===== config.mk =====
export PLATFORM = sky130hd
export DESIGN_NAME = serial_bootloader_host_transaction
export DESIGN_NICKNAME = d
export VERILOG_FILES = /design/src/hw/rtl/sbh_pkg.sv /design/src/hw/rtl/serial_bootloader_host_transaction.sv /design/src/hw/rtl/sbh_ctrl.sv /design/src/hw/rtl/sbh_batch.sv
export SDC_FILE = /design/constraint.sdc
export NUM_CORES = 1
export LEC_CHECK = 0
export ABC_AREA = 1
export BUFFER_PORTS_ARGS = -buffer_cell sky130_fd_sc_hd__buf_2
export CAP_MARGIN = 0
export CELL_PAD_IN_SITES_DETAIL_PLACEMENT = 1
export CELL_PAD_IN_SITES_GLOBAL_PLACEMENT = 1
export CORE_MARGIN = 5
export CORE_UTILIZATION = 44
export CTS_CLUSTER_DIAMETER = 150
export CTS_CLUSTER_SIZE = 20
export DETAILED_ROUTE_END_ITERATION = 10
export PLACE_DENSITY_LB_ADDON = 0.1
export SYNTH_ARGS = -nofsm -noshare
export SYNTH_HDL_FRONTEND = slang
export SYNTH_SLANG_ARGS = --single-unit

===== constraint.sdc =====
create_clock -name clk -period 6.29 [get_ports clk]
set_clock_uncertainty 0.05 [all_clocks]
set_input_delay 0.629 -clock clk [delete_from_list [all_inputs] [get_ports clk]]
set_output_delay 0.629 -clock clk [all_outputs]
set_load 0.005 [all_outputs]

===== src/hw/rtl/sbh_pkg.sv =====
package sbh_pkg;

    // Request kinds carried on the input tuser
    localparam logic [1:0] REQ_START = 2'd0;
    localparam logic [1:0] REQ_BYTE  = 2'd1;
    localparam logic [1:0] REQ_TICK  = 2'd2;

    // Transaction phases
    localparam logic [1:0] PH_IDLE       = 2'd0;
    localparam logic [1:0] PH_WAIT_FIRST = 2'd1;
    localparam logic [1:0] PH_WAIT_REPLY = 2'd2;

    // Reply shapes
    localparam logic [1:0] RK_ACK_ONLY = 2'd0;
    localparam logic [1:0] RK_ONE_BYTE = 2'd1;

    // Result kinds and completion codes
    localparam logic       KIND_TX   = 1'b0;
    localparam logic       KIND_DONE = 1'b1;
    localparam logic [1:0] ST_OK      = 2'd0;
    localparam logic [1:0] ST_TIMEOUT = 2'd1;
    localparam logic [1:0] ST_NACK    = 2'd2;

    localparam logic [7:0]  ACK_BYTE      = 8'h79;
    localparam logic [15:0] TIMEOUT_RESET = 16'd5000;

    // Register offsets (word index taken from paddr[2])
    localparam logic REG_TIMEOUT = 1'b0;

    typedef struct packed {
        logic [1:0]  req_type;
        logic [7:0]  cmd_code;
        logic        send_complement;
        logic [2:0]  arg_count;
        logic [31:0] arg_word;
        logic        add_checksum;
        logic [1:0]  reply_kind;
        logic [7:0]  rx_data;
    } item_t;

    typedef struct packed {
        logic        out_kind;
        logic [7:0]  tx_data;
        logic [1:0]  status;
        logic [31:0] reply_data;
    } res_t;

    function automatic res_t mk_tx(input logic [7:0] b);
        res_t r;
        r.out_kind   = KIND_TX;
        r.tx_data    = b;
        r.status     = ST_OK;
        r.reply_data = 32'd0;
        return r;
    endfunction

    function automatic res_t mk_done(input logic [1:0] st, input logic [31:0] d);
        res_t r;
        r.out_kind   = KIND_DONE;
        r.tx_data    = 8'd0;
        r.status     = st;
        r.reply_data = d;
        return r;
    endfunction

endpackage


===== src/hw/rtl/serial_bootloader_host_transaction.sv =====
// Path: an accepted input word is registered in the input holding register, and its
// result words are registered in the output batch register; later words follow one per
// cycle while m_tready is high. Throughput: one input word per cycle while the batch
// register is free; a batch holds it until its last word is taken, when the next can load.
// Items that yield no result pass at one per cycle regardless of the output side.
// Reset: asynchronous, active low; phase idle, all counters zero, timeout 5000 ticks.
module serial_bootloader_host_transaction #(
    parameter int MAX_ARG_BYTES = 4
) (
    input  logic        clk,
    input  logic        rst_n,
    input  logic        s_tvalid,
    output logic        s_tready,
    // cmd_code[7:0], send_complement[8], arg_count[11:9], arg_word[43:12],
    // add_checksum[44], reply_kind[46:45], rx_data[54:47], zero pad[55]
    input  logic [55:0] s_tdata,
    input  logic [1:0]  s_tuser,   // req_type[1:0]
    output logic        m_tvalid,
    input  logic        m_tready,
    output logic [47:0] m_tdata,   // tx_data[7:0], status[9:8], reply_data[41:10]
    output logic        m_tuser,   // out_kind
    output logic        m_tlast,
    input  logic        psel,
    input  logic        penable,
    input  logic        pwrite,
    input  logic [2:0]  paddr,
    input  logic [31:0] pwdata,
    output logic [31:0] prdata,
    output logic        pready
);

    localparam int NB = MAX_ARG_BYTES + 1;
    localparam int CW = $clog2(NB + 1);

    logic [15:0]    timeout_reg;
    logic           in_valid_reg;
    logic [55:0]    in_data_reg;
    logic [1:0]     in_user_reg;
    sbh_pkg::item_t item;
    sbh_pkg::res_t  res [NB];
    logic [CW-1:0]  res_count;
    logic           free;
    logic           fire;
    logic           in_hs;

    // Register access
    assign pready = 1'b1;
    assign prdata = (paddr[2] == sbh_pkg::REG_TIMEOUT) ? {16'd0, timeout_reg} : 32'd0;

    always_ff @(posedge clk or negedge rst_n)
    begin
        if (!rst_n)
            timeout_reg <= sbh_pkg::TIMEOUT_RESET;
        else if (psel && penable && pwrite && pready && paddr[2] == sbh_pkg::REG_TIMEOUT)
            timeout_reg <= pwdata[15:0];
    end

    // Unpack the held input word
    assign item.req_type        = in_user_reg;
    assign item.cmd_code        = in_data_reg[7:0];
    assign item.send_complement = in_data_reg[8];
    assign item.arg_count       = in_data_reg[11:9];
    assign item.arg_word        = in_data_reg[43:12];
    assign item.add_checksum    = in_data_reg[44];
    assign item.reply_kind      = in_data_reg[46:45];
    assign item.rx_data         = in_data_reg[54:47];

    // Retire the held word when its results fit or it has none
    assign fire     = in_valid_reg && (free || res_count == '0);
    assign s_tready = !in_valid_reg || fire;
    assign in_hs    = s_tvalid && s_tready;

    always_ff @(posedge clk or negedge rst_n)
    begin
        if (!rst_n)
            in_valid_reg <= 1'b0;
        else
            in_valid_reg <= in_hs || (in_valid_reg && !fire);
    end

    always_ff @(posedge clk)
    begin
        if (in_hs)
        begin
            in_data_reg <= s_tdata;
            in_user_reg <= s_tuser;
        end
    end

    sbh_ctrl #(
        .MAX_ARG_BYTES (MAX_ARG_BYTES),
        .NB            (NB),
        .CW            (CW)
    ) u_ctrl (
        .clk           (clk),
        .rst_n         (rst_n),
        .fire          (fire),
        .item          (item),
        .timeout_ticks (timeout_reg),
        .res           (res),
        .res_count     (res_count)
    );

    sbh_batch #(
        .NB (NB),
        .CW (CW)
    ) u_batch (
        .clk       (clk),
        .rst_n     (rst_n),
        .load      (fire && res_count != '0),
        .res       (res),
        .res_count (res_count),
        .free      (free),
        .m_tvalid  (m_tvalid),
        .m_tready  (m_tready),
        .m_tdata   (m_tdata),
        .m_tuser   (m_tuser),
        .m_tlast   (m_tlast)
    );

endmodule


===== src/hw/rtl/sbh_ctrl.sv =====
module sbh_ctrl #(
    parameter int MAX_ARG_BYTES = 4,
    parameter int NB = MAX_ARG_BYTES + 1,
    parameter int CW = $clog2(NB + 1)
) (
    input  logic                clk,
    input  logic                rst_n,
    input  logic                fire,
    input  sbh_pkg::item_t      item,
    input  logic [15:0]         timeout_ticks,
    output sbh_pkg::res_t       res [NB],
    output logic [CW-1:0]       res_count
);

    logic [1:0]  phase_reg, phase_next;
    logic [15:0] elapsed_reg, elapsed_next;
    logic [2:0]  rindex_reg, rindex_next;
    logic [31:0] rshift_reg, rshift_next;
    logic [31:0] hword_reg, hword_next;
    logic [2:0]  hcount_reg, hcount_next;
    logic        hcsum_reg, hcsum_next;
    logic [1:0]  hkind_reg, hkind_next;

    logic [2:0]  cnt_sat;
    logic [2:0]  ndata;
    logic [7:0]  xsum;
    logic [7:0]  abyte [MAX_ARG_BYTES];
    logic [2:0]  sh    [MAX_ARG_BYTES];

    // Clamp the argument count of a start item
    always_comb
    begin
        if ({1'b0, item.arg_count} > 4'(MAX_ARG_BYTES))
            cnt_sat = 3'(MAX_ARG_BYTES);
        else
            cnt_sat = item.arg_count;
    end

    // Pick argument bytes most significant first, and fold them into the checksum
    always_comb
    begin
        xsum = 8'd0;
        for (int i = 0; i < MAX_ARG_BYTES; i++)
        begin
            sh[i] = 3'(hcount_reg - 3'd1 - 3'(i));
            if (sh[i][2])
                abyte[i] = 8'd0;
            else
                abyte[i] = hword_reg[{sh[i][1:0], 3'b000} +: 8];
            if ({1'b0, 3'(i)} < {1'b0, hcount_reg})
                xsum = xsum ^ abyte[i];
        end
    end

    assign ndata = (hkind_reg == sbh_pkg::RK_ACK_ONLY) ? 3'd0 :
                   (hkind_reg == sbh_pkg::RK_ONE_BYTE) ? 3'd1 : 3'd4;

    // Work out the next state and the results of the held item
    always_comb
    begin
        phase_next   = phase_reg;
        elapsed_next = elapsed_reg;
        rindex_next  = rindex_reg;
        rshift_next  = rshift_reg;
        hword_next   = hword_reg;
        hcount_next  = hcount_reg;
        hcsum_next   = hcsum_reg;
        hkind_next   = hkind_reg;
        res_count    = '0;
        for (int j = 0; j < NB; j++)
            res[j] = sbh_pkg::mk_tx(8'd0);

        case (item.req_type)
            sbh_pkg::REQ_START:
            begin
                if (phase_reg == sbh_pkg::PH_IDLE)
                begin
                    hword_next  = item.arg_word;
                    hcount_next = cnt_sat;
                    hcsum_next  = item.add_checksum;
                    hkind_next  = item.reply_kind;
                    res[0]      = sbh_pkg::mk_tx(item.cmd_code);
                    res[1]      = sbh_pkg::mk_tx(~item.cmd_code);
                    res_count   = CW'(1) + CW'(item.send_complement);
                    elapsed_next = 16'd0;
                    if (cnt_sat != 3'd0)
                        phase_next = sbh_pkg::PH_WAIT_FIRST;
                    else
                    begin
                        phase_next  = sbh_pkg::PH_WAIT_REPLY;
                        rindex_next = 3'd0;
                        rshift_next = 32'd0;
                    end
                end
            end
            sbh_pkg::REQ_TICK:
            begin
                if (phase_reg != sbh_pkg::PH_IDLE)
                begin
                    if ({1'b0, elapsed_reg} + 17'd1 > {1'b0, timeout_ticks})
                    begin
                        res[0]     = sbh_pkg::mk_done(sbh_pkg::ST_TIMEOUT, 32'd0);
                        res_count  = CW'(1);
                        phase_next = sbh_pkg::PH_IDLE;
                    end
                    else
                        elapsed_next = elapsed_reg + 16'd1;
                end
            end
            sbh_pkg::REQ_BYTE:
            begin
                if (phase_reg == sbh_pkg::PH_WAIT_FIRST)
                begin
                    if (item.rx_data != sbh_pkg::ACK_BYTE)
                    begin
                        res[0]     = sbh_pkg::mk_done(sbh_pkg::ST_NACK, 32'd0);
                        res_count  = CW'(1);
                        phase_next = sbh_pkg::PH_IDLE;
                    end
                    else
                    begin
                        for (int i = 0; i < MAX_ARG_BYTES; i++)
                            if ({1'b0, 3'(i)} < {1'b0, hcount_reg})
                                res[i] = sbh_pkg::mk_tx(abyte[i]);
                        for (int j = 0; j < NB; j++)
                            if (hcsum_reg && ({1'b0, 3'(j)} == {1'b0, hcount_reg}))
                                res[j] = sbh_pkg::mk_tx(xsum);
                        res_count    = CW'(hcount_reg) + CW'(hcsum_reg);
                        phase_next   = sbh_pkg::PH_WAIT_REPLY;
                        elapsed_next = 16'd0;
                        rindex_next  = 3'd0;
                        rshift_next  = 32'd0;
                    end
                end
                else if (phase_reg == sbh_pkg::PH_WAIT_REPLY)
                begin
                    if (rindex_reg == 3'd0)
                    begin
                        if (item.rx_data != sbh_pkg::ACK_BYTE)
                        begin
                            res[0]     = sbh_pkg::mk_done(sbh_pkg::ST_NACK, 32'd0);
                            res_count  = CW'(1);
                            phase_next = sbh_pkg::PH_IDLE;
                        end
                        else if (ndata == 3'd0)
                        begin
                            res[0]     = sbh_pkg::mk_done(sbh_pkg::ST_OK, 32'd0);
                            res_count  = CW'(1);
                            phase_next = sbh_pkg::PH_IDLE;
                        end
                        else
                            rindex_next = 3'd1;
                    end
                    else if (rindex_reg <= ndata)
                    begin
                        rshift_next = {rshift_reg[23:0], item.rx_data};
                        rindex_next = rindex_reg + 3'd1;
                    end
                    else
                    begin
                        if (item.rx_data != sbh_pkg::ACK_BYTE)
                            res[0] = sbh_pkg::mk_done(sbh_pkg::ST_NACK, 32'd0);
                        else
                            res[0] = sbh_pkg::mk_done(sbh_pkg::ST_OK, rshift_reg);
                        res_count  = CW'(1);
                        phase_next = sbh_pkg::PH_IDLE;
                    end
                end
            end
            default:
            begin
                res_count = '0;
            end
        endcase
    end

    // Advance the transaction state once the item is taken
    always_ff @(posedge clk or negedge rst_n)
    begin
        if (!rst_n)
        begin
            phase_reg   <= sbh_pkg::PH_IDLE;
            elapsed_reg <= 16'd0;
            rindex_reg  <= 3'd0;
            rshift_reg  <= 32'd0;
            hword_reg   <= 32'd0;
            hcount_reg  <= 3'd0;
            hcsum_reg   <= 1'b0;
            hkind_reg   <= 2'd0;
        end
        else if (fire)
        begin
            phase_reg   <= phase_next;
            elapsed_reg <= elapsed_next;
            rindex_reg  <= rindex_next;
            rshift_reg  <= rshift_next;
            hword_reg   <= hword_next;
            hcount_reg  <= hcount_next;
            hcsum_reg   <= hcsum_next;
            hkind_reg   <= hkind_next;
        end
    end

    // Reply index never runs past the closing ACK of a four byte reply
    a_rindex_range: assert property (@(posedge clk) disable iff (!rst_n)
        phase_reg == sbh_pkg::PH_WAIT_REPLY |-> rindex_reg <= 3'd5)
        else $error("reply index out of range");

    // Nothing is produced for bytes or ticks while idle
    a_idle_quiet: assert property (@(posedge clk) disable iff (!rst_n)
        (phase_reg == sbh_pkg::PH_IDLE && item.req_type != sbh_pkg::REQ_START)
        |-> res_count == '0)
        else $error("result produced while idle");

    // A finished transaction always returns to idle
    a_done_idles: assert property (@(posedge clk) disable iff (!rst_n)
        (fire && res_count == CW'(1) && res[0].out_kind == sbh_pkg::KIND_DONE)
        |=> phase_reg == sbh_pkg::PH_IDLE)
        else $error("finish without return to idle");

endmodule


===== src/hw/rtl/sbh_batch.sv =====
module sbh_batch #(
    parameter int NB = 5,
    parameter int CW = $clog2(NB + 1),
    parameter int HW = $clog2(NB)
) (
    input  logic                clk,
    input  logic                rst_n,
    input  logic                load,
    input  sbh_pkg::res_t       res [NB],
    input  logic [CW-1:0]       res_count,
    output logic                free,
    output logic                m_tvalid,
    input  logic                m_tready,
    output logic [47:0]         m_tdata,  // tx_data[7:0], status[9:8], reply_data[41:10]
    output logic                m_tuser,  // out_kind
    output logic                m_tlast
);

    sbh_pkg::res_t entry_reg [NB];
    logic [CW-1:0] count_reg;
    logic [HW-1:0] head_reg;
    logic          out_hs;
    sbh_pkg::res_t cur;

    assign out_hs   = m_tvalid && m_tready;
    assign m_tvalid = count_reg != '0;
    assign free     = (count_reg == '0) || (count_reg == CW'(1) && m_tready);
    assign cur      = entry_reg[head_reg];
    assign m_tdata  = {6'd0, cur.reply_data, cur.status, cur.tx_data};
    assign m_tuser  = cur.out_kind;
    assign m_tlast  = count_reg == CW'(1);

    // Load a fresh batch or step through the held one
    always_ff @(posedge clk or negedge rst_n)
    begin
        if (!rst_n)
        begin
            count_reg <= '0;
            head_reg  <= '0;
        end
        else if (load)
        begin
            count_reg <= res_count;
            head_reg  <= '0;
        end
        else if (out_hs)
        begin
            count_reg <= count_reg - CW'(1);
            head_reg  <= head_reg + HW'(1);
        end
    end

    // Hold the result words of the batch
    always_ff @(posedge clk)
    begin
        if (load)
            entry_reg <= res;
    end

    // A new batch never lands on words still waiting
    a_load_free: assert property (@(posedge clk) disable iff (!rst_n)
        load |-> (count_reg == '0 || (count_reg == CW'(1) && out_hs)))
        else $error("batch overwritten");

    // Batch never holds more words than it has room for
    a_count_range: assert property (@(posedge clk) disable iff (!rst_n)
        count_reg <= CW'(NB))
        else $error("batch count out of range");

    // Each taken word retires exactly one entry
    a_drain_step: assert property (@(posedge clk) disable iff (!rst_n)
        (out_hs && !load && count_reg > CW'(1)) |=> count_reg == $past(count_reg) - CW'(1))
        else $error("batch count stepped wrongly");

endmodule


After elaboration in Yosys (flattened, before gate mapping)
Cells that the tools add are included.
{ "totals": {"output_inout_bits": 85, "in_bits": 100, "regBits": 386} }
{ "op_classes": {"n_mux": 90, "reduce_logical": 44, "n_lt_le_gt_ge": 8, "shifts": 4, "eq_ne": 27, "bitwise_logic": 9, "add_sub_neg": 11} }
{ "ops": {"columns": ["cell", "count"], "rows": [
  ["two-way mux 43 bit", 11],
  ["two-way mux 42 bit", 9],
  ["two-way mux 172 bit", 2],
  ["two-way mux 32 bit", 7],
  ["binary-select mux 43 bit (select 3 bit)", 1],
  ["one-hot mux 43 bit (3 select lines)", 1],
  ["indexed part select 32 x 6 -> 8 bit", 4],
  ["two-way mux 16 bit", 6],
  ["one-hot mux 43 bit (2 select lines)", 1],
  ["two-way mux 85 bit", 1],
  ["two-way mux 3 bit", 23],
  ["two-way mux 8 bit", 8],
  ["one-hot mux 32 bit (2 select lines)", 1],
  ["one-hot mux 16 bit (3 select lines)", 1],
  ["two-way mux 34 bit", 1],
  ["bitwise XOR 8 bit", 3],
  ["two-way mux 2 bit", 11],
  ["adder 16 x 1 -> 17 bit, second input constant", 1],
  ["greater-than comparator 17 x 16 -> 1 bit", 1],
  ["adder 16 x 1 -> 16 bit, second input constant", 1],
  ["AND reduction 8 bit", 2],
  ["logical NOT 3 bit", 5],
  ["logical AND 1 bit", 14],
  ["nonzero test 3 bit", 4],
  ["other kinds (43)", 74]
]} }

Depth between registers and ports, before layout
Gate-level depths: netlist of the first run.
{ "logic_depth": {"word_depth": 16, "depth_mapped": 24} }

By module
Synthesis of the first run repeated with hierarchy kept, for this count alone.
{ "hier_totals": {"hier_cells": 2159, "hier_area_um2": 19871.6} }
{ "modules_own_cells": {"columns": ["module", "n_inst", "area_per_inst_um2", "cells_each", "seq_area_each_um2"], "rows": [
  ["sbh_batch", 1, 8719.6, 696, 6606.3],
  ["sbh_ctrl", 1, 8364.3, 1271, 2277.2],
  ["serial_bootloader_host_transaction", 1, 2787.7, 192, 2143.3]
]} }

Worst setup path after synthesis of the first run
Ideal clock, no wire load.
{ "synth_timing": {"path_kind": "register -> register", "start": "register u_ctrl.elapsed_reg[0]", "end": "register u_batch.entry_reg[120] in the netlist's numbering (enable)", "t_required_ns": 5.810, "arrival_time_ns": 4.121, "path_slack_ns": 1.689, "setup_time_ns": 0.430, "stages_incl_launch_ff": 18, "path_buffers": 0, "cell_sequence": "dfrtp_1 ha_1 nand2_1 nor2_2 nand3_2 or2_2 xor2_1 inv_1 ha_1 nand2_1 nor2_1 a21boi_0 nor2_1 nand2_2 nand4_4 nand3_4 nand3_1 inv_1"} }
{ "synth_between": {"elab_chain_len": 9} }
{ "synth_lines": {"columns": ["item", "line", "source"], "rows": [
  ["start, declared", "sbh_ctrl.sv:16", "logic [15:0] elapsed_reg, elapsed_next;"],
  ["start signal, assigned", "sbh_ctrl.sv:194", "elapsed_reg <= elapsed_next;"],
  ["adder 16 x 1 -> 17 bit *", "sbh_ctrl.sv:100", "if ({1'b0, elapsed_reg} + 17'd1 > {1'b0, timeout_ticks})"],
  ["greater-than comparator 17 x 16 -> 1 bit *", "sbh_ctrl.sv:100", null],
  ["two-way mux 1 bit *", "sbh_ctrl.sv:100", null],
  ["two-way mux 3 bit *", "sbh_ctrl.sv:98", "if (phase_reg != sbh_pkg::PH_IDLE)"],
  ["one-hot mux 3 bit (3 select lines) *", "sbh_ctrl.sv:73", "case (item.req_type)"],
  ["logical NOT 3 bit", "serial_bootloader_host_transaction.sv:69", "assign fire = in_valid_reg && (free || res_count == '0);"],
  ["logical OR 1 bit", "serial_bootloader_host_transaction.sv:69", null],
  ["logical AND 1 bit", "serial_bootloader_host_transaction.sv:69", null],
  ["logical AND 1 bit *", "serial_bootloader_host_transaction.sv:110", ".load (fire && res_count != '0),"],
  ["named net u_batch.load", "sbh_batch.sv:8", "input logic load,"],
  ["end signal, assigned", "sbh_batch.sv:57", "entry_reg <= res;"],
  ["end, declared", "sbh_batch.sv:19", "sbh_pkg::res_t entry_reg [NB];"]
]} }
The timed path passes the listed nets; every way through them passes the cells marked *.
A chain may end at the register's enable or synchronous reset.

Worst setup path after layout of the first run
{ "layout_timing": {"start": "register u_ctrl.elapsed_reg[0]", "end": "register in_data_reg[17] (enable)"} }
{ "layout_between": {"elab_chain_len": 10} }
{ "layout_lines": {"columns": ["item", "line", "source"], "rows": [
  ["adder 16 x 1 -> 17 bit", "sbh_ctrl.sv:100", null],
  ["greater-than comparator 17 x 16 -> 1 bit", "sbh_ctrl.sv:100", null],
  ["two-way mux 1 bit", "sbh_ctrl.sv:100", null],
  ["two-way mux 3 bit", "sbh_ctrl.sv:98", null],
  ["one-hot mux 3 bit (3 select lines)", "sbh_ctrl.sv:73", null],
  ["logical NOT 3 bit", "serial_bootloader_host_transaction.sv:69", null],
  ["logical OR 1 bit", "serial_bootloader_host_transaction.sv:69", null],
  ["logical AND 1 bit", "serial_bootloader_host_transaction.sv:69", null],
  ["logical OR 1 bit", "serial_bootloader_host_transaction.sv:70", "assign s_tready = !in_valid_reg || fire;"],
  ["logical AND 1 bit", "serial_bootloader_host_transaction.sv:71", "assign in_hs = s_tvalid && s_tready;"],
  ["named net in_hs", "serial_bootloader_host_transaction.sv:44", "logic in_hs;"],
  ["end signal, assigned", "serial_bootloader_host_transaction.sv:85", "in_data_reg <= s_tdata;"],
  ["end, declared", "serial_bootloader_host_transaction.sv:37", "logic [55:0] in_data_reg;"]
]} }
The timed path passes the listed nets, and every way through them passes these cells.

==> flow_summary.json, run 1 <==
{
  "cts.sinks": 246,
  "globalplace.congestion": 0.811,
  "power.density_nw_per_um2": 411,
  "ctsHoldBuffers": 0,
  "leakagePower_nw": 7.02,
  "ys_types": 53,
  "rsz0062_at_grt": "no",
  "stdcell_area_um2": 14900,
  "largest_reg_flops": 75,
  "drc": 0,
  "synth_area_leaders": "edfxtp_1, dfrtp_1, nand2_1",
  "post_cts_buffers": 0,
  "portBuffers": 142,
  "clk-insertion-delay-late_ns": 0.51,
  "coreArea_um2": 30500,
  "vias": 10600,
  "hpwl_um": 24900,
  "finalCritPeriodShare": 0.727,
  "worst-setup-path-type": "flop to flop",
  "rows": 64,
  "clkTransAtPathRegs_ns": 0.10,
  "cp-start-kind": "flop",
  "routed_wirelength_um": 34300,
  "drt_first_pass_iters": 5,
  "async_flop_share": 0.463,
  "multi_input_comb_area_um2": 5470,
  "wire_per_inst_um": 16.3,
  "cts_tree": "built",
  "max-vdd-ir-drop_uv": 198,
  "crit_chain": "ha_1 -> nand2_1 -> nor2_2 -> nand3_1 -> nor2_1 -> nand3_1 -> xor2_1 -> inv_1 -> ha_1 -> nand2_1 -> nor2_1 -> nand3_1 -> nor3_1 -> nand2_1 -> nand4_4 -> nand3_4 -> nand3_1 -> nand2_1 -> inv_2 -> buf_4",
  "synth_edf_count": 132,
  "htreeDepth": 1,
  "max_cap_viol_count": 0,
  "outcome": "finished clean",
  "cts_buffers": 16,
  "synth_most_common_cell": "nand2_1",
  "setup_tns_ns": 0,
  "overflow": 0,
  "cp-end-kind": "flop",
  "drt_iter0_drc": 596,
  "yosys-top-cells-count": "nand2_1, inv_1, nor2_1",
  "final-seq-area_um2": 6820,
  "seq_power_share": 0.353,
  "clockBufferDepth": 3,
  "drive_gt1_frac": 0.145,
  "fin_nets": 1835,
  "die_y_um": 185,
  "syn-cell-area_um2": 13600,
  "synth_seq_cells": 246,
  "avgViaCountPerCell": 5.05,
  "cp.arrival_ns": 4.69,
  "slew_headroom": 0.316,
  "combPwrFrac": 0.473,
  "hold_viol": 0,
  "finalSetupViolations": 0,
  "total_power_mw": 6.12,
  "crit_fanout": 33,
  "post-route-min-period_ns": 4.58,
  "wl_met2_um": 15400,
  "ys_seq_area_frac": 0.504,
  "grt_pass1_vias": 10900,
  "critPathSlowestCell": "inv_2",
  "wl_met3_um": 1370,
  "die-area_um2": 34400,
  "postRouteAntennaNets": 0,
  "areaGrowthSynthToFinish_pct": 9.81,
  "synth.avg_cell_area_um2": 8.46,
  "synth_top_flop_cell": "edfxtp_1",
  "switchingPower_mw": 2.72,
  "cts_resized": 0,
  "switching_share": 0.446,
  "synth_top_area_frac": 0.293,
  "crit_path_max_incr_delay_ns": 0.61,
  "grt_max_degree": 53,
  "worstPathRequired_ns": 6.40,
  "yosys_warnings": 0,
  "grt_pass1_wl_um": 56600,
  "holdCritPathClass": "primary input to asynchronous set/reset pin",
  "slew_viol_final": 0,
  "synth_top_area_cell": "edfxtp_1",
  "tightest_slew_ns": 1.02,
  "place_area_um2": 14400,
  "clockPowerShare": 0.173,
  "highest_layer": "met4",
  "diodes": 0,
  "chipWidth_um": 185,
  "netlist_instances": 1602,
  "max_freq_mhz": 219,
  "antenna_found_initial": 0,
  "initial_core_util": 0.444,
  "root_buffer": "clkbuf_16",
  "io_pins": 185,
  "grt_use_total": 0.201,
  "p_int_mw": 3.39,
  "met1_length_um": 17200,
  "fillCellCount": 3689
}
-- final cells by class --
| cell class | instances | share of cell area |
|---|---|---|
| Clock inverter | 1 | 0.00109 |
| Timing Repair Buffer | 156 | 0.0558 |
| Multi-Input combinational cell | 1072 | 0.368 |
| Tap cell | 396 | 0.0333 |
| Clock buffer | 27 | 0.0311 |
| Sequential cell | 246 | 0.459 |
| Inverter | 207 | 0.0522 |
-- critical path: cells and delay by family, from the launching register on --
| family | cells | cell delay [ns] |
|---|---|---|
| and+or+nand+nor | 14 | 1.91 |
| DFF | 1 | 0.42 |
| buffers and inverters | 3 | 1.13 |
| adders and majority gates | 2 | 0.49 |
| xor gates and xnor gates | 1 | 0.21 |
-- placed cells by master (no fill, tap or decap), drive strengths merged, types with 5 or more instances in the layout --
cell type | netlist | routed
nand3 | 46 | 46
dfrtp | 109 | 109
xnor2 | 14 | 14
conb | 2 | 23
a221o | 8 | 8
o21ai | 115 | 115
edfxtp | 132 | 132
nor2 | 181 | 181
ha | 36 | 36
nand2 | 420 | 420
nor3 | 29 | 29
xor2 | 27 | 27
clkbuf | 43 | 27
dfstp | 5 | 5
a21oi | 90 | 90
buf | 55 | 156
inv | 205 | 206
nand4 | 59 | 59
nor3b | 8 | 8
-- routing by layer --
metal	vias to the layer above	GRT usage
li1	5320	-
met1	5090	0.303
met2	195	0.322
met3	21	0.0203
met4	0	0.0332
met5	-	0
-- cells by family after synthesis --
logic type | synth area share
compound gates | 0.0932
xor+xnor | 0.0304
fa+ha+maj | 0.0332
buf+inv | 0.0994
flops | 0.504
other cells | 0.000554
simple gates | 0.240
-- stage by stage --
stage	setup slack [ns]	std cells	hold slack [ns]	util
floorplan	1.69	1623	0.283	-
global route	1.20	2105	0.0888	0.488
finish	1.71	2105	0.0540	0.488
global placement	1.79	2077	0.385	0.472
detailed placement	1.68	2077	0.393	0.472
CTS	1.62	2105	0.0548	0.488
-- power by group through the flow --
stage | combinational, mW | sequential, mW | clock (mW)
floorplan | 2.28 | 2.10 | 0
global placement | 2.77 | 2.18 | 0
detailed placement | 2.90 | 2.20 | 0
CTS | 2.92 | 2.16 | 1.11
global route | 3.29 | 2.20 | 1.16
finish | 2.89 | 2.16 | 1.06
-- path summary, 6_finish.rpt --
path / from / endpoint / slack [ns] / depth (start not counted)
max in group asynchronous: rst_n / u_ctrl.rshift_reg[24]$_DFFE_PN0P_ / 4.59 / 3
worst max register to register: u_ctrl.elapsed_reg[0]$_DFFE_PN0P_ / in_data_reg[17]$_DFFE_PP_ / 1.71 / 20
worst min-delay path: rst_n / u_ctrl.hword_reg[23]$_DFFE_PN0P_ / 0.05 / 1
worst min register to register: in_data_reg[33]$_DFFE_PP_ / u_ctrl.hword_reg[21]$_DFFE_PN0P_ / 0.39 / 2
worst max-delay path: u_ctrl.elapsed_reg[0]$_DFFE_PN0P_ / in_data_reg[17]$_DFFE_PP_ / 1.71 / 20
min in group clk: s_tdata[38] / in_data_reg[38]$_DFFE_PP_ / 0.23 / 1
Note: power is estimated with default switching activity, not from simulation.
==> run 2, diff against run 1 <==
ABC_AREA = 0   (was 1)
CORE_UTILIZATION = 46   (was 44)
clock period = 4.5 ns   (was 6.29 ns; I/O delays follow)
==> flow_summary.json, run 2 <==
{
  "clk-insertion-delay-late_ns": 0.50,
  "holdCritPathClass": "primary input to flop",
  "grt_max_degree": 53,
  "multi_input_comb_area_um2": 5620,
  "drc": 0,
  "die_y_um": 178,
  "grt_use_total": 0.191,
  "setup_tns_ns": 0,
  "cp.arrival_ns": 3.70,
  "wire_per_inst_um": 18.3,
  "stdcell_area_um2": 14600,
  "grtUsageMet1": 0.294,
  "post-route-min-period_ns": 4.20,
  "largest_reg_flops": 75,
  "antenna_found_initial": 1,
  "outcome": "finished clean",
  "fillCellCount": 3054,
  "clkTransAtPathRegs_ns": 0.09,
  "tightest_slew_ns": 1.07,
  "postRouteAntennaNets": 0,
  "leakagePower_nw": 6.08,
  "synth_top_flop_cell": "edfxtp_1",
  "initial_core_util": 0.467,
  "slew_viol_final": 0,
  "root_buffer": "clkbuf_16",
  "async_flop_share": 0.463,
  "max_cap_viol_count": 0,
  "final_cell_mix": "buf_2, edfxtp_1, nand2_1, dfrtp_1, inv_1",
  "grt_pass1_vias": 9139,
  "worst-setup-path-type": "flop to output port",
  "routed_wirelength_um": 30000,
  "overflow": 0,
  "finalSetupViolations": 0,
  "synth_top_area_cell": "edfxtp_1",
  "cts.sinks": 246,
  "synth_seq_cells": 246,
  "rsz0062_at_grt": "no",
  "areaGrowthSynthToFinish_pct": 12.1,
  "rows": 61,
  "netlist_instances": 1125,
  "crit_fanout": 6,
  "drt_first_pass_iters": 5,
  "hold_viol": 0,
  "yosys-top-cells-count": "edfxtp_1, nand2_1, dfrtp_1",
  "cp-end-kind": "output port",
  "slew_headroom": 0.279,
  "met3_usage": 0.0290,
  "busiest_layer": "met1",
  "drt_iter0_drc": 536,
  "synth_area_leaders": "edfxtp_1, dfrtp_1, mux2_2",
  "drive_gt1_frac": 0.245,
  "synth_most_common_cell": "edfxtp_1",
  "max_freq_mhz": 238,
  "diodes": 0,
  "cts_buffers": 16,
  "cp-start-kind": "flop",
  "ys_seq_area_frac": 0.523,
  "synth_edf_count": 132,
  "max-vdd-ir-drop_uv": 419,
  "syn-cell-area_um2": 13100,
  "yosys_warnings": 0,
  "ys_types": 79,
  "clockBufferDepth": 3,
  "synth.avg_cell_area_um2": 11.6,
  "globalRouteMet2Util": 0.291,
  "coreArea_um2": 27900,
  "total_power_mw": 8.80,
  "hpwl_um": 22000,
  "grt_pass1_wl_um": 49200,
  "die-area_um2": 31800,
  "avgViaCountPerCell": 5.23,
  "place_area_um2": 14100,
  "cts_tree": "built",
  "final-seq-area_um2": 6820,
  "portBuffers": 142,
  "fin_nets": 1389,
  "layout_commonest_cell": "buf_2",
  "htreeDepth": 1,
  "worstPathRequired_ns": 4.00,
  "synth_top_area_frac": 0.304,
  "power.density_nw_per_um2": 601,
  "io_pins": 185,
  "chipWidth_um": 178,
  "finalCritPeriodShare": 0.933,
  "globalplace.congestion": 0.834,
  "vias": 8582
}
run 2: area by class of cell:
| cell class | instances | share of cell area |
|---|---|---|
| Clock inverter | 1 | 0.00111 |
| Sequential cell | 246 | 0.466 |
| Inverter | 83 | 0.0213 |
| Timing Repair Buffer | 164 | 0.0636 |
| Tap cell | 378 | 0.0323 |
| Multi-Input combinational cell | 742 | 0.384 |
| Clock buffer | 27 | 0.0316 |
run 2: stage by stage:
| stage | utilization | cells | setup WS, ns | hold slack (ns) |
|---|---|---|---|---|
| after floorplan | - | 1146 | 0.0279 | 0.104 |
| after global placement | 0.505 | 1610 | 0.458 | 0.387 |
| after detailed placement | 0.505 | 1610 | 0.351 | 0.400 |
| after CTS | 0.523 | 1639 | 0.0833 | 0.0480 |
| after global routing | 0.524 | 1641 | 0.0405 | 0.0475 |
| final | 0.524 | 1641 | 0.302 | 0.0679 |
run 2: cells by family after synthesis:
family | count (synthesis) | share of synthesized area
DFF | 246 | 0.523
xor gates and xnor gates | 43 | 0.0294
adders and majority gates | 36 | 0.0345
muxes | 141 | 0.137
other | 2 | 0.000575
buffers and inverters | 158 | 0.0592
AOI/OAI and AO/OA | 136 | 0.0777
and+or+nand+nor | 363 | 0.138
run 2: where the power goes:
group / internal [mW] / switching (mW) / leakage [nW]
logic: 1.71 / 2.18 / 3.24
clock network: 0.717 / 0.760 / 0.229
registers: 2.92 / 0.500 / 2.61
run 2: path summary, 6_finish.rpt:
| check | to | cells past startpoint | startpoint | slack, ns |
|---|---|---|---|---|
| max | s_tready | 15 | u_ctrl.elapsed_reg[0]$_DFFE_PN0P_ | 0.30 |
| min | in_data_reg[3]$_DFFE_PP_ | 1 | s_tdata[3] | 0.07 |
| max reg2reg | u_ctrl.rshift_reg[3]$_DFFE_PN0P_ | 16 | u_ctrl.elapsed_reg[0]$_DFFE_PN0P_ | 0.45 |
| min reg2reg | u_ctrl.hword_reg[15]$_DFFE_PN0P_ | 1 | in_data_reg[27]$_DFFE_PP_ | 0.42 |
| max in group asynchronous | u_ctrl.rshift_reg[29]$_DFFE_PN0P_ | 3 | rst_n | 2.98 |
| min in group asynchronous | timeout_reg[1]$_DFFE_PN0P_ | 2 | rst_n | 0.49 |
run 2: per-layer routing:
metal  wire length [um]  vias up
li1                   -     4150
met1              14900     4207
met2              13200      193
met3               1410       30
met4                418        2
met5                  7        -
run 2: repair_timing:
action / 4_1_cts / 5_1_grt
setup endpoints to repair: 1 / 1
pin swaps: 0 / 3
endpoints found under the hold margin: 45 / 0
gates cloned: 0 / 0
buffers inserted: 0 / 2
hold buffers: 1 / 0
gates resized for setup: 3 / 4
run 2: critical path, cell delays in order, from the launching register on:
cell	delay [ns]
dfrtp_2	0.42
ha_1	0.21
nand3_1	0.13
nor2_2	0.17
nand3_2	0.15
nor2_2	0.21
xor2_1	0.11
ha_1	0.31
nand3_1	0.16
nor3_2	0.22
nor3_1	0.12
a211oi_4	0.39
o21bai_4	0.18
a21oi_4	0.23
inv_1	0.06
buf_2	0.13
==> run 3, diff against run 2 <==
GPL_TIMING_DRIVEN = 0   (was unset)
==> flow_summary.json, run 3 (synthesis gave the netlist of run 2 again) <==
{
  "outcome": "finished clean",
  "combPwrFrac": 0.466,
  "grt_max_degree": 66,
  "slew_viol_final": 0,
  "drc": 0,
  "worstPathRequired_ns": 4.00,
  "post-route-min-period_ns": 4.23,
  "hold_depth": 1,
  "coreArea_um2": 27900,
  "chipWidth_um": 178,
  "cts_buffers": 16,
  "rows": 61,
  "p_int_mw": 5.47,
  "cp-start-kind": "flop",
  "drt_iter0_drc": 403,
  "max_freq_mhz": 237,
  "clk-insertion-delay-late_ns": 0.50,
  "tightest_slew_ns": 1.19,
  "seq_power_share": 0.370,
  "crit_fanout": 6,
  "setup_slack_ns": 0.273,
  "wire_per_inst_um": 19.2,
  "rsz0062_at_grt": "no",
  "globalplace.congestion": 0.882,
  "clockPowerShare": 0.163,
  "avgViaCountPerCell": 5.25,
  "worst-setup-path-type": "flop to output port",
  "htreeDepth": 1,
  "grt_pass1_vias": 9485,
  "cts.sinks": 246,
  "grt_pass1_wl_um": 52300,
  "die_y_um": 178,
  "io_pins": 185,
  "place_ws_ns": -0.508,
  "finalSetupViolations": 0,
  "initial_core_util": 0.467,
  "clockBufferDepth": 3,
  "drive_gt1_frac": 0.259,
  "max_cap_viol_count": 0,
  "slew_headroom": 0.203,
  "setup_tns_ns": 0,
  "cp-end-kind": "output port",
  "largest_reg_flops": 75,
  "root_buffer": "clkbuf_16",
  "switchingPower_mw": 3.61,
  "holdCritPathClass": "primary input to flop",
  "cts_tree": "built",
  "clkTransAtPathRegs_ns": 0.09,
  "power.density_nw_per_um2": 602,
  "portBuffers": 141,
  "hpwl_um": 24600,
  "die-area_um2": 31800,
  "vias": 8967,
  "postRouteAntennaNets": 0,
  "fillCellCount": 3056,
  "grt_use_total": 0.205,
  "fin_nets": 1456,
  "switching_share": 0.398,
  "drt_first_pass_iters": 4,
  "worst_hold_slack_ns": 0.0689,
  "max-vdd-ir-drop_uv": 389,
  "cp.arrival_ns": 3.73,
  "layout_commonest_cell": "buf_2",
  "r2r_cells": 15,
  "total_power_mw": 9.08,
  "antenna_found_initial": 1,
  "final_cell_mix": "buf_2, edfxtp_1, nand2_1, dfrtp_1, inv_1",
  "overflow": 0,
  "leakagePower_nw": 6.34,
  "routed_wirelength_um": 32800,
  "finalCritPeriodShare": 0.939,
  "hold_viol": 0,
  "areaGrowthSynthToFinish_pct": 15.5
}
[run 3: changes by cell type in the layout (fill, tap and decap cells not counted), sizes merged]
cell,change
buf,+39
clkbuf,+27
diode,+1
nor2b,+1
[run 3: routing by layer]
layer / GRT usage / share of wire / up-vias
met4: 0.0304 / 0.011 / 2
met5: 0 / 0.00021 / -
met1: 0.305 / 0.48 / 4440
met2: 0.326 / 0.45 / 211
met3: 0.0309 / 0.053 / 26
li1: - / - / 4288
[run 3: final cells by class]
type                            count  area [um^2]  area share
Buffer                             75          462      0.0306
Antenna cell                        1         2.50    0.000166
Clock inverter                      1         16.3     0.00108
Timing Repair Buffer              155          912      0.0605
Inverter                           83          312      0.0207
Tap cell                          378          473      0.0314
Multi-Input combinational cell    743         5620       0.372
Sequential cell                   246         6820       0.452
Clock buffer                       27          463      0.0307
[run 3: power groups by stage]
stage | registers, mW | logic (mW) | clock network, mW
2_1_floorplan | 3.21 | 3.09 | 0
3_3_place_gp | 3.36 | 4.04 | 0
3_5_place_dp | 3.41 | 4.21 | 0
4_1_cts | 3.36 | 4.26 | 1.54
5_1_grt | 3.43 | 4.68 | 1.61
6_report | 3.36 | 4.23 | 1.48
[run 3: critical path, cell delays in order, from the launching register on]
cell,delay [ns]
dfrtp_2,0.45
ha_1,0.23
nand3_2,0.16
nor2_2,0.19
nand3_2,0.15
nor2_2,0.21
xor2_1,0.24
ha_1,0.29
nand3_1,0.17
nor2_1,0.10
nor4_2,0.38
a211oi_4,0.10
o21bai_4,0.26
a21oi_4,0.12
inv_1,0.07
buf_2,0.11
[run 3: per-stage QoR]
stage / cell area [um^2] / cells / util
2_1_floorplan: 13200 / 1146 / -
3_3_place_gp: 14300 / 1665 / 0.513
3_5_place_dp: 14500 / 1670 / 0.518
4_1_cts: 15000 / 1704 / 0.538
5_1_grt: 15100 / 1708 / 0.540
6_report: 15100 / 1709 / 0.540
[run 3: path summary, 6_finish.rpt]
| path | from | to | slack, ns |
|---|---|---|---|
| setup / recovery | u_ctrl.elapsed_reg[0]$_DFFE_PN0P_ | s_tready | 0.27 |
| hold / removal | s_tdata[31] | in_data_reg[31]$_DFFE_PP_ | 0.07 |
| setup reg to reg | u_ctrl.elapsed_reg[0]$_DFFE_PN0P_ | in_data_reg[22]$_DFFE_PP_ | 0.39 |
| hold reg to reg | in_data_reg[26]$_DFFE_PP_ | u_ctrl.hword_reg[14]$_DFFE_PN0P_ | 0.41 |
| max in group asynchronous | rst_n | u_ctrl.rshift_reg[10]$_DFFE_PN0P_ | 3.23 |
| min in group asynchronous | rst_n | u_ctrl.elapsed_reg[5]$_DFFE_PN0P_ | 0.47 |
[run 3: repair_timing]
action / in CTS / in global routing
setup endpoints to repair: 100 / 1
hold endpoints to repair: 59 / 0
gates cloned: 1 / 0
setup buffers: 4 / 4
hold buffers: 1 / 0
pin swaps: 3 / 3
resized for setup: 7 / 2
